### src/design/tmb_pkg.sv
// tmb_pkg: types and codes shared by the typed mutex bank.
// Depends on nothing; every other design file but tmb_ram imports it.
package tmb_pkg;

  localparam int KIND_W   = 2;
  localparam int INDEX_W  = 4;
  localparam int THREAD_W = 8;
  localparam int TYPE_W   = 2;
  localparam int STATUS_W = 3;
  localparam int COUNT_W  = 16;
  localparam int LSTATE_W = 2;

  typedef enum logic [KIND_W-1:0] {
    KIND_LOCK    = 2'd0,
    KIND_TRYLOCK = 2'd1,
    KIND_UNLOCK  = 2'd2,
    KIND_INIT    = 2'd3
  } kind_t;

  typedef enum logic [STATUS_W-1:0] {
    ST_OK       = 3'd0,
    ST_BUSY     = 3'd1,
    ST_DEADLOCK = 3'd2,
    ST_NOPERM   = 3'd3,
    ST_WAIT     = 3'd4,
    ST_OVERFLOW = 3'd5
  } status_t;

  // Stored lock state and mutex type keep raw codes: a type of three is
  // never written but is still decoded (as normal).
  typedef logic [LSTATE_W-1:0] lstate_t;
  localparam lstate_t LS_UNLOCKED  = 2'd0;
  localparam lstate_t LS_LOCKED    = 2'd1;
  localparam lstate_t LS_CONTESTED = 2'd2;

  typedef logic [TYPE_W-1:0] mtype_t;
  localparam mtype_t TY_NORMAL     = 2'd0;
  localparam mtype_t TY_RECURSIVE  = 2'd1;
  localparam mtype_t TY_ERRORCHECK = 2'd2;

  localparam logic [COUNT_W-1:0] COUNT_MAX = 16'hFFFF;

  typedef struct packed {
    lstate_t                   lock_state;
    mtype_t                    mutex_type;
    logic [THREAD_W-1:0]       owner_thread;
    logic [COUNT_W-1:0]        nest_count;
    logic                      queue_made;
  } entry_t;

  localparam int ENTRY_W = $bits(entry_t);

  typedef struct packed {
    kind_t                kind;
    logic [INDEX_W-1:0]   mutex_index;
    logic [THREAD_W-1:0]  thread_id;
    logic [TYPE_W-1:0]    new_type;
  } req_t;

  typedef struct packed {
    status_t status;
    logic    wake;
  } verdict_t;

endpackage

### src/design/tmb_req_if.sv
// tmb_req_if: request channel of the typed mutex bank (valid/ready + payload).
// Depends on tmb_pkg for the field widths.
interface tmb_req_if;
  import tmb_pkg::*;

  logic                valid;
  logic                ready;
  logic [KIND_W-1:0]   kind;
  logic [INDEX_W-1:0]  mutex_index;
  logic [THREAD_W-1:0] thread_id;
  logic [TYPE_W-1:0]   new_type;

  modport source (output valid, kind, mutex_index, thread_id, new_type, input ready);
  modport sink   (input valid, kind, mutex_index, thread_id, new_type, output ready);
endinterface

### src/design/tmb_rsp_if.sv
// tmb_rsp_if: response channel of the typed mutex bank (valid/ready + payload).
// Depends on tmb_pkg for the field widths.
interface tmb_rsp_if;
  import tmb_pkg::*;

  logic                valid;
  logic                ready;
  logic [STATUS_W-1:0] status;
  logic                wake_waiter;

  modport source (output valid, status, wake_waiter, input ready);
  modport sink   (input valid, status, wake_waiter, output ready);
endinterface

### src/design/tmb_ram.sv
// tmb_ram: generic single-write, single-read RAM with a registered read.
// Self-contained; no package needed.
module tmb_ram #(
  parameter int WIDTH = 8,
  parameter int DEPTH = 16,
  parameter int AW    = (DEPTH > 1) ? $clog2(DEPTH) : 1
) (
  input  logic             clk,
  input  logic             we,
  input  logic [AW-1:0]    waddr,
  input  logic [WIDTH-1:0] wdata,
  input  logic             re,
  input  logic [AW-1:0]    raddr,
  output logic [WIDTH-1:0] rdata
);

  logic [WIDTH-1:0] mem [DEPTH];

  always_ff @(posedge clk) begin
    if (we) begin
      mem[waddr] <= wdata;
    end
    if (re) begin
      rdata <= mem[raddr];
    end
  end

endmodule

### src/design/tmb_rule.sv
// tmb_rule: decides status, wake and the new entry of one mutex operation.
// Depends on tmb_pkg (entry, request and verdict types, codes).
module tmb_rule (
  input  tmb_pkg::req_t     req,
  input  tmb_pkg::entry_t   cur,
  input  logic              idx_ok,
  output tmb_pkg::entry_t   nxt,
  output logic              we,
  output tmb_pkg::verdict_t verdict
);
  import tmb_pkg::*;

  logic is_rec;
  logic is_err;
  logic mine;
  logic at_max;

  assign is_rec = (cur.mutex_type == TY_RECURSIVE);
  assign is_err = (cur.mutex_type == TY_ERRORCHECK);
  assign mine   = (cur.lock_state != LS_UNLOCKED) && (cur.owner_thread == req.thread_id);
  assign at_max = (cur.nest_count == COUNT_MAX);

  always_comb begin
    nxt            = cur;
    we             = idx_ok;
    verdict.status = ST_OK;
    verdict.wake   = 1'b0;

    priority if (!idx_ok) begin
      verdict.status = ST_NOPERM;
    end else if (req.kind == KIND_INIT) begin
      if (req.new_type > TY_ERRORCHECK) begin
        verdict.status = ST_NOPERM;
      end else begin
        nxt.lock_state   = LS_UNLOCKED;
        nxt.owner_thread = '0;
        nxt.nest_count   = '0;
        nxt.queue_made   = 1'b0;
        nxt.mutex_type   = req.new_type;
      end
    end else if (req.thread_id == '0) begin
      verdict.status = ST_NOPERM;
    end else if (req.kind == KIND_LOCK) begin
      priority if (is_rec && mine) begin
        if (at_max) verdict.status = ST_OVERFLOW;
        else nxt.nest_count = cur.nest_count + COUNT_W'(1);
      end else if (is_err && mine) begin
        verdict.status = ST_DEADLOCK;
      end else if (cur.lock_state == LS_UNLOCKED) begin
        nxt.lock_state   = LS_LOCKED;
        nxt.owner_thread = req.thread_id;
        nxt.nest_count   = COUNT_W'(1);
      end else begin
        nxt.queue_made = 1'b1;
        nxt.lock_state = LS_CONTESTED;
        verdict.status = ST_WAIT;
      end
    end else if (req.kind == KIND_TRYLOCK) begin
      priority if (is_rec && mine) begin
        if (at_max) verdict.status = ST_OVERFLOW;
        else nxt.nest_count = cur.nest_count + COUNT_W'(1);
      end else if (cur.lock_state == LS_UNLOCKED) begin
        nxt.lock_state   = LS_LOCKED;
        nxt.owner_thread = req.thread_id;
        nxt.nest_count   = COUNT_W'(1);
      end else begin
        verdict.status = ST_BUSY;
      end
    end else begin
      // unlock
      priority if ((is_rec || is_err) && !mine) begin
        verdict.status = ST_NOPERM;
      end else if (is_rec && (cur.nest_count > COUNT_W'(1))) begin
        nxt.nest_count = cur.nest_count - COUNT_W'(1);
      end else begin
        verdict.wake     = (cur.lock_state == LS_CONTESTED) && cur.queue_made;
        nxt.lock_state   = LS_UNLOCKED;
        nxt.owner_thread = '0;
        nxt.nest_count   = '0;
      end
    end
  end

endmodule

### src/design/typed_mutex_bank.sv
// typed_mutex_bank: top level of a bank of typed mutexes held in one RAM.
// Depends on tmb_pkg, tmb_req_if, tmb_rsp_if, tmb_ram and tmb_rule.
//
//  channel | dir | beat contents
//  --------+-----+------------------------------------------------
//  req     | in  | kind, mutex_index, thread_id, new_type
//  rsp     | out | status, wake_waiter
//
// Each request is accepted in S_IDLE, where the accept edge issues the RAM
// read; S_LOOK then decides on the registered read data and writes the entry
// back while loading the response register. One request is in flight at a
// time, so accesses to the same entry never overlap. After rst the block
// sweeps every RAM entry to its reset contents with req.ready low. A response that is not
// taken stays in its register and holds the decision cycle until it leaves.
module typed_mutex_bank #(
  parameter int MUTEX_COUNT = 16
) (
  input logic     clk,
  input logic     rst,
  tmb_req_if.sink   req,
  tmb_rsp_if.source rsp
);
  import tmb_pkg::*;

  localparam int AW  = (MUTEX_COUNT > 1) ? $clog2(MUTEX_COUNT) : 1;
  // index wide enough for both the port field and a RAM address
  localparam int IXW = (AW > INDEX_W) ? AW : INDEX_W;

  typedef enum logic [2:0] {
    S_CLEAR = 3'b001,
    S_IDLE  = 3'b010,
    S_LOOK  = 3'b100
  } state_t;

  state_t          state;
  logic [AW-1:0]   clr_addr;
  req_t            req_q;
  logic            rsp_valid;
  status_t         rsp_status;
  logic            rsp_wake;

  logic            accept;
  logic            rsp_free;
  logic            clr_last;
  logic [IXW-1:0]  in_idx;
  logic [IXW-1:0]  q_idx;
  logic            idx_ok;

  entry_t          cur;
  entry_t          nxt;
  logic            rule_we;
  verdict_t        verdict;

  logic            ram_we;
  logic [AW-1:0]   ram_waddr;
  entry_t          ram_wdata;

  assign req.ready = (state == S_IDLE);
  assign accept    = req.valid && req.ready;
  assign rsp_free  = !rsp_valid || rsp.ready;
  assign clr_last  = (clr_addr == AW'(MUTEX_COUNT - 1));

  assign in_idx = IXW'(req.mutex_index);
  assign q_idx  = IXW'(req_q.mutex_index);
  assign idx_ok = (q_idx < MUTEX_COUNT);

  // Sweep writes the reset entry; otherwise write back the decided entry.
  assign ram_we    = (state == S_CLEAR) || ((state == S_LOOK) && rsp_free && rule_we);
  assign ram_waddr = (state == S_CLEAR) ? clr_addr : q_idx[AW-1:0];
  assign ram_wdata = (state == S_CLEAR) ? entry_t'('0) : nxt;

  tmb_ram #(
    .WIDTH (ENTRY_W),
    .DEPTH (MUTEX_COUNT),
    .AW    (AW)
  ) u_ram (
    .clk   (clk),
    .we    (ram_we),
    .waddr (ram_waddr),
    .wdata (ram_wdata),
    .re    (accept),
    .raddr (in_idx[AW-1:0]),
    .rdata (cur)
  );

  tmb_rule u_rule (
    .req     (req_q),
    .cur     (cur),
    .idx_ok  (idx_ok),
    .nxt     (nxt),
    .we      (rule_we),
    .verdict (verdict)
  );

  // Hold the request beat for the decision cycle.
  always_ff @(posedge clk) begin
    if (accept) begin
      req_q <= '{kind:        kind_t'(req.kind),
                 mutex_index: req.mutex_index,
                 thread_id:   req.thread_id,
                 new_type:    req.new_type};
    end
  end

  always_ff @(posedge clk) begin
    if (rst) begin
      state     <= S_CLEAR;
      clr_addr  <= '0;
      rsp_valid <= 1'b0;
    end else begin
      // load a response beat with the decision; drop it once taken
      if ((state == S_LOOK) && rsp_free) begin
        rsp_valid <= 1'b1;
      end else if (rsp_valid && rsp.ready) begin
        rsp_valid <= 1'b0;
      end
      unique case (state)
        S_CLEAR: begin
          clr_addr <= clr_addr + AW'(1);
          if (clr_last) state <= S_IDLE;
        end
        S_IDLE: begin
          if (accept) state <= S_LOOK;
        end
        S_LOOK: begin
          // advance only when the response register can take the result
          if (rsp_free) begin
            state <= S_IDLE;
          end
        end
        default: state <= S_CLEAR;
      endcase
    end
  end

  // Response payload: load with the decision, hold while stalled.
  always_ff @(posedge clk) begin
    if ((state == S_LOOK) && rsp_free) begin
      rsp_status <= verdict.status;
      rsp_wake   <= verdict.wake;
    end
  end

  assign rsp.valid       = rsp_valid;
  assign rsp.status      = rsp_status;
  assign rsp.wake_waiter = rsp_wake;

endmodule

### src/flat_wrapper.sv
// flat-port wrapper written by rule: the top's interface ports become plain ports
module typed_mutex_bank_flat import tmb_pkg::*;
#(
  parameter int MUTEX_COUNT = 16
)
  (clk, rst, req_valid, req_kind, req_mutex_index, req_thread_id, req_new_type, req_ready, rsp_valid, rsp_status, rsp_wake_waiter, rsp_ready);
  tmb_req_if req_i ();
  tmb_rsp_if rsp_i ();
  input logic clk;
  input logic rst;
  input wire logic [$bits(req_i.valid)-1:0] req_valid;
  input wire logic [$bits(req_i.kind)-1:0] req_kind;
  input wire logic [$bits(req_i.mutex_index)-1:0] req_mutex_index;
  input wire logic [$bits(req_i.thread_id)-1:0] req_thread_id;
  input wire logic [$bits(req_i.new_type)-1:0] req_new_type;
  output wire logic [$bits(req_i.ready)-1:0] req_ready;
  output wire logic [$bits(rsp_i.valid)-1:0] rsp_valid;
  output wire logic [$bits(rsp_i.status)-1:0] rsp_status;
  output wire logic [$bits(rsp_i.wake_waiter)-1:0] rsp_wake_waiter;
  input wire logic [$bits(rsp_i.ready)-1:0] rsp_ready;
  assign req_i.valid = req_valid;
  assign req_i.kind = req_kind;
  assign req_i.mutex_index = req_mutex_index;
  assign req_i.thread_id = req_thread_id;
  assign req_i.new_type = req_new_type;
  assign req_ready = req_i.ready;
  assign rsp_valid = rsp_i.valid;
  assign rsp_status = rsp_i.status;
  assign rsp_wake_waiter = rsp_i.wake_waiter;
  assign rsp_i.ready = rsp_ready;
  typed_mutex_bank #(.MUTEX_COUNT(MUTEX_COUNT)) u_core (.clk(clk), .rst(rst), .req(req_i), .rsp(rsp_i));
endmodule
### config.mk
export PLATFORM = sky130hd
export DESIGN_NAME = typed_mutex_bank_flat
export DESIGN_NICKNAME = d
export VERILOG_FILES = /design/src/design/tmb_pkg.sv /design/src/design/tmb_req_if.sv /design/src/design/tmb_rsp_if.sv /design/src/design/tmb_ram.sv /design/src/design/tmb_rule.sv /design/src/design/typed_mutex_bank.sv /design/src/flat_wrapper.sv
export SDC_FILE = /design/constraint.sdc
export NUM_CORES = 1
export LEC_CHECK = 0
export BUFFER_PORTS_ARGS = -buffer_cell sky130_fd_sc_hd__buf_2
export CORE_UTILIZATION = 25
export CTS_CLUSTER_DIAMETER = 200
export DETAILED_ROUTE_END_ITERATION = 16
export GPL_TIMING_DRIVEN = 1
export SETUP_SLACK_MARGIN = 0.3
export SYNTH_ARGS = -nofsm -noshare
export SYNTH_HDL_FRONTEND = slang
export SYNTH_HIERARCHICAL = 1
export SYNTH_SLANG_ARGS = --single-unit
### constraint.sdc
create_clock -name clk -period 4.6 [get_ports clk]
set_input_delay 0.69 -clock clk [delete_from_list [all_inputs] [get_ports clk]]
set_output_delay 0.69 -clock clk [all_outputs]
set_load 0.01 [all_outputs]
## Word level (Yosys, flattened, before mapping)

Memories as Yosys holds them, arrays and structs flattened. A register that Yosys moved wholly into a read port is not among the register bits.
Cells that the tools add are included.

| storage, ports and cells | value |
|---|---|
| word-level logic and storage cells | 102 |
| output and inout port bits | 6 |
| memory bits (writable) | 464 |
| register bits after elaboration | 28 |
| input port bits | 20 |
| memories kept | 1 |

Memories:

| memory | words | width | read ports | clocked after Yosys merged registers in | write ports | line | text |
|---|---|---|---|---|---|---|---|
| u_core.u_ram.mem | 16 | 29 | 1 | 1 | 1 | tmb_ram.sv:17 | `logic [WIDTH-1:0] mem [DEPTH];` |

| cells by class | value |
|---|---|
| equal/unequal tests | 14 |
| add/sub/neg operators | 3 |
| muxes and demuxes | 52 |
| order comparisons | 2 |
| reduce and logical (&&, ||, !) cells | 21 |

Operators with widths:

| operator | number |
|---|---|
| 24-bit two-way mux | 4 |
| 25-bit two-way mux | 3 |
| 16-bit two-way mux | 4 |
| 29-bit two-way mux | 2 |
| 3-bit two-way mux | 12 |
| 2-bit two-way mux | 14 |
| 8-bit two-way mux | 3 |
| 16-bit by 1-bit adder with 16-bit output, second input constant | 1 |
| 16-bit == test, second input constant | 1 |
| 16-bit by 1-bit greater-than comparator with 1-bit output, second input constant | 1 |
| 16-bit by 1-bit subtractor with 16-bit output, second input constant | 1 |
| 1-bit logical AND | 9 |
| 3-bit one-hot mux with 3 select lines | 1 |
| 8-bit == test | 1 |
| 8-bit zero test | 1 |
| 1-bit two-way mux | 8 |
| 2-bit == test, second input constant | 3 |
| 6-bit OR reduction | 1 |
| 4-bit by 1-bit adder with 4-bit output, second input constant | 1 |
| 2-bit by 1-bit == test with 1-bit output, second input constant | 2 |
| 4-bit == test, second input constant | 1 |
| 2-bit zero test | 2 |
| 4-bit two-way mux | 1 |
| 2-bit by 1-bit != test with 1-bit output, second input constant | 2 |
| other kinds (9) | 13 |

## Longest topological paths before layout

| logic depth | value |
|---|---|
| depth after elaboration | 10 |
| mapped depth | 10 |
| gate-level depth less buffers | 9 |

## Modules after synthesis

Netlist, hierarchy kept.

Modules (own cells, without submodules):

| module | times used | sequential area each (um^2) | cells an instance | area each (um^2) |
|---|---|---|---|---|
| tmb_ram | 1 | 14804.2 | 761 | 18322.6 |
| tmb_rule | 1 | 0.0 | 279 | 1677.9 |
| typed_mutex_bank | 1 | 760.7 | 102 | 1270.0 |

## Worst setup path after synthesis

No wires, ideal clock.

| timing | value |
|---|---|
| path type | input -> register |
| start | input req_valid |
| end | register u_core.req_q, in the netlist u_core/q_idx[0], enable pin |
| stages on the path | 2 |
| required time | 4.097 ns |
| arrival | 3.813 ns |
| setup time | 0.503 ns |
| slack | 0.284 ns |
| path buffers | 0 |
| cells stage by stage | inv_1 nor3_1 |

| between the ends | value |
|---|---|
| cells in the longest elaborated chain, start to end | 1 |

RTL lines:

| element | line | text |
|---|---|---|
| start, declared | flat_wrapper.sv:11 | `input wire logic [$bits(req_i.valid)-1:0] req_valid;` |
| 1-bit logical AND | typed_mutex_bank.sv:59 | `assign accept = req.valid && req.ready;` |
| via u_core.accept | typed_mutex_bank.sv:42 | `logic accept;` |
| end signal, assigned | typed_mutex_bank.sv:98 | `req_q <= '{kind: kind_t'(req.kind),` |
| end, declared | typed_mutex_bank.sv:37 | `req_t req_q;` |

The timed path passes the listed nets, and every way through them passes these cells.
A chain may end at the register's enable or synchronous reset.

==> run_summary.xml <==
<?xml version="1.0" encoding="UTF-8"?>
<metrics>
  <group name="timing">
    <metric name="setup-violations-final" unit="">0</metric>
    <metric name="drv_slew" unit="">0</metric>
    <metric name="hold_slack" unit="ns">0.305</metric>
    <metric name="rel_slew_slack" unit="">0.275</metric>
    <metric name="final_skew" unit="ns">0.0164</metric>
    <metric name="final_period_utilization" unit="">0.824</metric>
    <metric name="total_negative_setup_slack" unit="ns">0</metric>
    <metric name="finalCriticalPeriod" unit="ns">3.79</metric>
    <metric name="worst_pin_slew" unit="ns">1.08</metric>
    <metric name="setup_repair_after_global_routing_missed_its_margin" unit="">no</metric>
    <metric name="report.final.hold_viol_count" unit="">0</metric>
    <metric name="max_clock_freq" unit="MHz">264</metric>
  </group>
  <group name="synthesis">
    <metric name="basic_gate_share_of_the_synthesized_area_counting_and_or_nand_and_nor_cells" unit="">0.0602</metric>
    <metric name="synth_mux_area_frac" unit="">0.129</metric>
    <metric name="synth.yosys.warnings" unit="">6</metric>
    <metric name="yosys.area_share.xor_xnor" unit="">0.00412</metric>
    <metric name="synth_top_family_by_area" unit="">multiplexers</metric>
    <metric name="synth_seq_cells" unit="">521</metric>
    <metric name="synth_sequential_area_ratio" unit="">0.732</metric>
    <metric name="synth-edff-count" unit="">513</metric>
    <metric name="share_of_the_synthesized_area_in_compound_gates_ao_oa_aoi_oai" unit="">0.0546</metric>
    <metric name="netlist-cell-type-count" unit="">74</metric>
    <metric name="average_footprint_of_a_synthesized_cell" unit="um2">18.6</metric>
    <metric name="synth_adder_area_share" unit="">0.00353</metric>
    <metric name="post_synth_instance_area" unit="mm2">0.0213</metric>
    <metric name="synth_ff_type" unit="">sky130_fd_sc_hd__edfxtp_1</metric>
    <metric name="synth-async-reset-ratio" unit="">0</metric>
    <metric name="synth_cells" unit="">1142</metric>
  </group>
  <group name="global_route">
    <metric name="track_usage" unit="">0.120</metric>
    <metric name="grt_pass1_wl" unit="um">76700</metric>
    <metric name="grt_max_degree" unit="">118</metric>
    <metric name="grt_overflow_total" unit="">0</metric>
    <metric name="antenna_found_initial" unit="">0</metric>
    <metric name="first_global_vias" unit="">11400</metric>
  </group>
  <group name="layout">
    <metric name="flow.area_growth_from_synthesis" unit="%">16.1</metric>
    <metric name="layout_commonest_cell" unit="">sky130_fd_sc_hd__edfxtp_1</metric>
    <metric name="antennaDiodeCount" unit="">0</metric>
    <metric name="final_nets" unit="">1236</metric>
    <metric name="layout-drive-gt1-share" unit="">0.236</metric>
    <metric name="most-common-layout-cells" unit="">sky130_fd_sc_hd__edfxtp_1 (513), sky130_fd_sc_hd__mux4_2 (110), sky130_fd_sc_hd__nand2_1 (66), sky130_fd_sc_hd__a22oi_1 (58), sky130_fd_sc_hd__clkbuf_16 (49)</metric>
  </group>
  <group name="critical_path">
    <metric name="start_kind" unit="">flop</metric>
    <metric name="worst-endpoint-required" unit="ns">4.86</metric>
    <metric name="endpoint_kind" unit="">flop</metric>
    <metric name="criticalPathCategory" unit="">reg -&gt; reg</metric>
    <metric name="critical_path.max_fanout" unit="">16</metric>
    <metric name="worst-endpoint-arrival" unit="ns">4.05</metric>
  </group>
  <group name="pwr">
    <metric name="power.leakage" unit="uW">0.00815</metric>
    <metric name="vdd.ir_drop.worst" unit="mV">0.244</metric>
    <metric name="powerDensity" unit="mW/mm2">394</metric>
  </group>
  <group name="detailed_routing">
    <metric name="ant_nets" unit="">0</metric>
    <metric name="detail_route.iter0.violations" unit="">960</metric>
    <metric name="finalWirelength" unit="um">51700</metric>
    <metric name="drc" unit="">0</metric>
    <metric name="drt_pre_antenna_iters" unit="">5</metric>
    <metric name="viasPerCell" unit="">4.72</metric>
    <metric name="num_vias" unit="">11300</metric>
    <metric name="detail_route.wl_per_cell" unit="um">21.7</metric>
  </group>
  <group name="min_path">
    <metric name="hold_path.class" unit="">in -&gt; reg</metric>
  </group>
  <group name="place">
    <metric name="portBuffers" unit="">25</metric>
    <metric name="dp.final_hpwl" unit="um">28600</metric>
    <metric name="place_congestion" unit="">0.898</metric>
  </group>
  <group name="clock_tree">
    <metric name="tritoncts.num_buffers" unit="">49</metric>
    <metric name="cts.sinks" unit="">521</metric>
    <metric name="cts.root.buffer_cell" unit="">sky130_fd_sc_hd__clkbuf_16</metric>
    <metric name="tritoncts" unit="">done</metric>
    <metric name="post_cts_hold_buffer_count" unit="">0</metric>
    <metric name="clk_transition_reported_paths" unit="ns">0.06</metric>
    <metric name="cts_buffer_depth" unit="">3</metric>
    <metric name="clock_tree.htree_level_count" unit="">2</metric>
    <metric name="clk_latency" unit="ns">0.60</metric>
  </group>
  <group name="floorplan">
    <metric name="fp-row-count" unit="">106</metric>
    <metric name="overall_die_area" unit="mm2">0.0863</metric>
    <metric name="die-width" unit="um">294</metric>
    <metric name="die_height" unit="um">294</metric>
    <metric name="placeableCoreArea" unit="mm2">0.0840</metric>
    <metric name="boundaryPins" unit="">26</metric>
    <metric name="start_util" unit="">0.253</metric>
  </group>
  <group name="run_status">
    <metric name="status" unit="">finished, final reports clean</metric>
  </group>
  <group name="job">
    <metric name="max_cap_viol_count" unit="">0</metric>
  </group>
</metrics>
[synthesized netlist by cell type (all sizes together) (10+ instances only)]
master,instances,area (um2)
edfxtp,513,15400
mux4,116,2640
nand2,67,259
a22oi,58,435
nor2,50,204
nor2b,36,225
clkbuf,32,121
buf,26,194
o21ai,25,129
nor3,22,110
a21oi,16,80.1
nand3,13,65.1
inv,12,45.0
nand4,10,68.8
[where the power goes]
group,internal [uW],switching [uW],total (uW)
combinational,172,267,439
clock,2250,1760,4010
sequential,5250,20.5,5270
total,7670,2050,9720
[per-layer routing]
layer	track usage	wire length, um	vias to the layer above
li1	-	-	4840
met1	0.174	24300	6021
met4	0.0296	770	0
met3	0.0245	3130	54
met5	0	0	-
met2	0.183	23600	339
[stage by stage]
step                      cells  utilization  worst slack (ns)  total power [uW]  area [um2]
after CTS                  2382        0.294             0.739              9820       24700
after detailed placement   2293        0.275             0.771              5820       23100
after floorplan            1148            -             0.412              5650       21300
after global placement     2293        0.275             0.908              5810       23100
after global routing       2382        0.294             0.314             10000       24700
final                      2382        0.294             0.810              9720       24700
[worst max-delay path, cell delays in order, from the launching register on]
cell,delay (ns)
sky130_fd_sc_hd__edfxtp_1,0.42
sky130_fd_sc_hd__xor2_1,0.18
sky130_fd_sc_hd__nor4_1,0.66
sky130_fd_sc_hd__nand4_1,0.19
sky130_fd_sc_hd__buf_4,0.24
sky130_fd_sc_hd__nor3_1,0.55
sky130_fd_sc_hd__a211oi_1,0.16
sky130_fd_sc_hd__a21oi_1,0.26
sky130_fd_sc_hd__nor2b_1,0.79
[flip-flops by register name, indices dropped and copies added, names as in the netlist]
register and flops:
u_core/rsp.wake_waiter 1, u_core/rsp.status 3, u_core/u_ram/rdata 29, u_core/rsp.valid 1, u_core/clr_addr 4, u_core/q_idx 4
u_core/u_ram/mem 464, u_core/state 3, u_core/req_q 12
[final cells by class]
cell class              count  area [um2]
clock buffers              57        1260
repair buffers             69         577
multi-input cells         557        5520
flip-flops and latches    521       15600
fillers                  8203       59300
clock inverters            32         305
inverters                  12        45.0
well taps                1134        1420
[logic make-up (layout without fill, tap and decap cells)]
group,count (synthesis),count (layout)
flip-flops,521,521
AO/OA/AOI/OAI,163,163
XOR/XNOR,10,10
AND/OR/NAND/NOR,246,246
buffers and inverters,70,170
multiplexers,125,125
other,1,7
adder cells (fa/ha/maj),6,6
[path summary, 6_finish.rpt]
kind | from | endpoint | slack (ns) | depth (start not counted)
max | u_core/req_q[4] | u_core/u_ram/mem[0][6] | 0.81 | 8
min | req_kind[1] | u_core/req_q[15] | 0.30 | 1
max reg2reg | u_core/req_q[4] | u_core/u_ram/mem[0][6] | 0.81 | 8
min reg2reg | u_core/clr_addr[1] | u_core/clr_addr[1] | 0.58 | 2
[timing repair]
item,in CTS,in global routing
resized for setup,0,3
setup endpoints to repair,0,48
buffers inserted,0,0
Power figures use the tool's default switching activity.
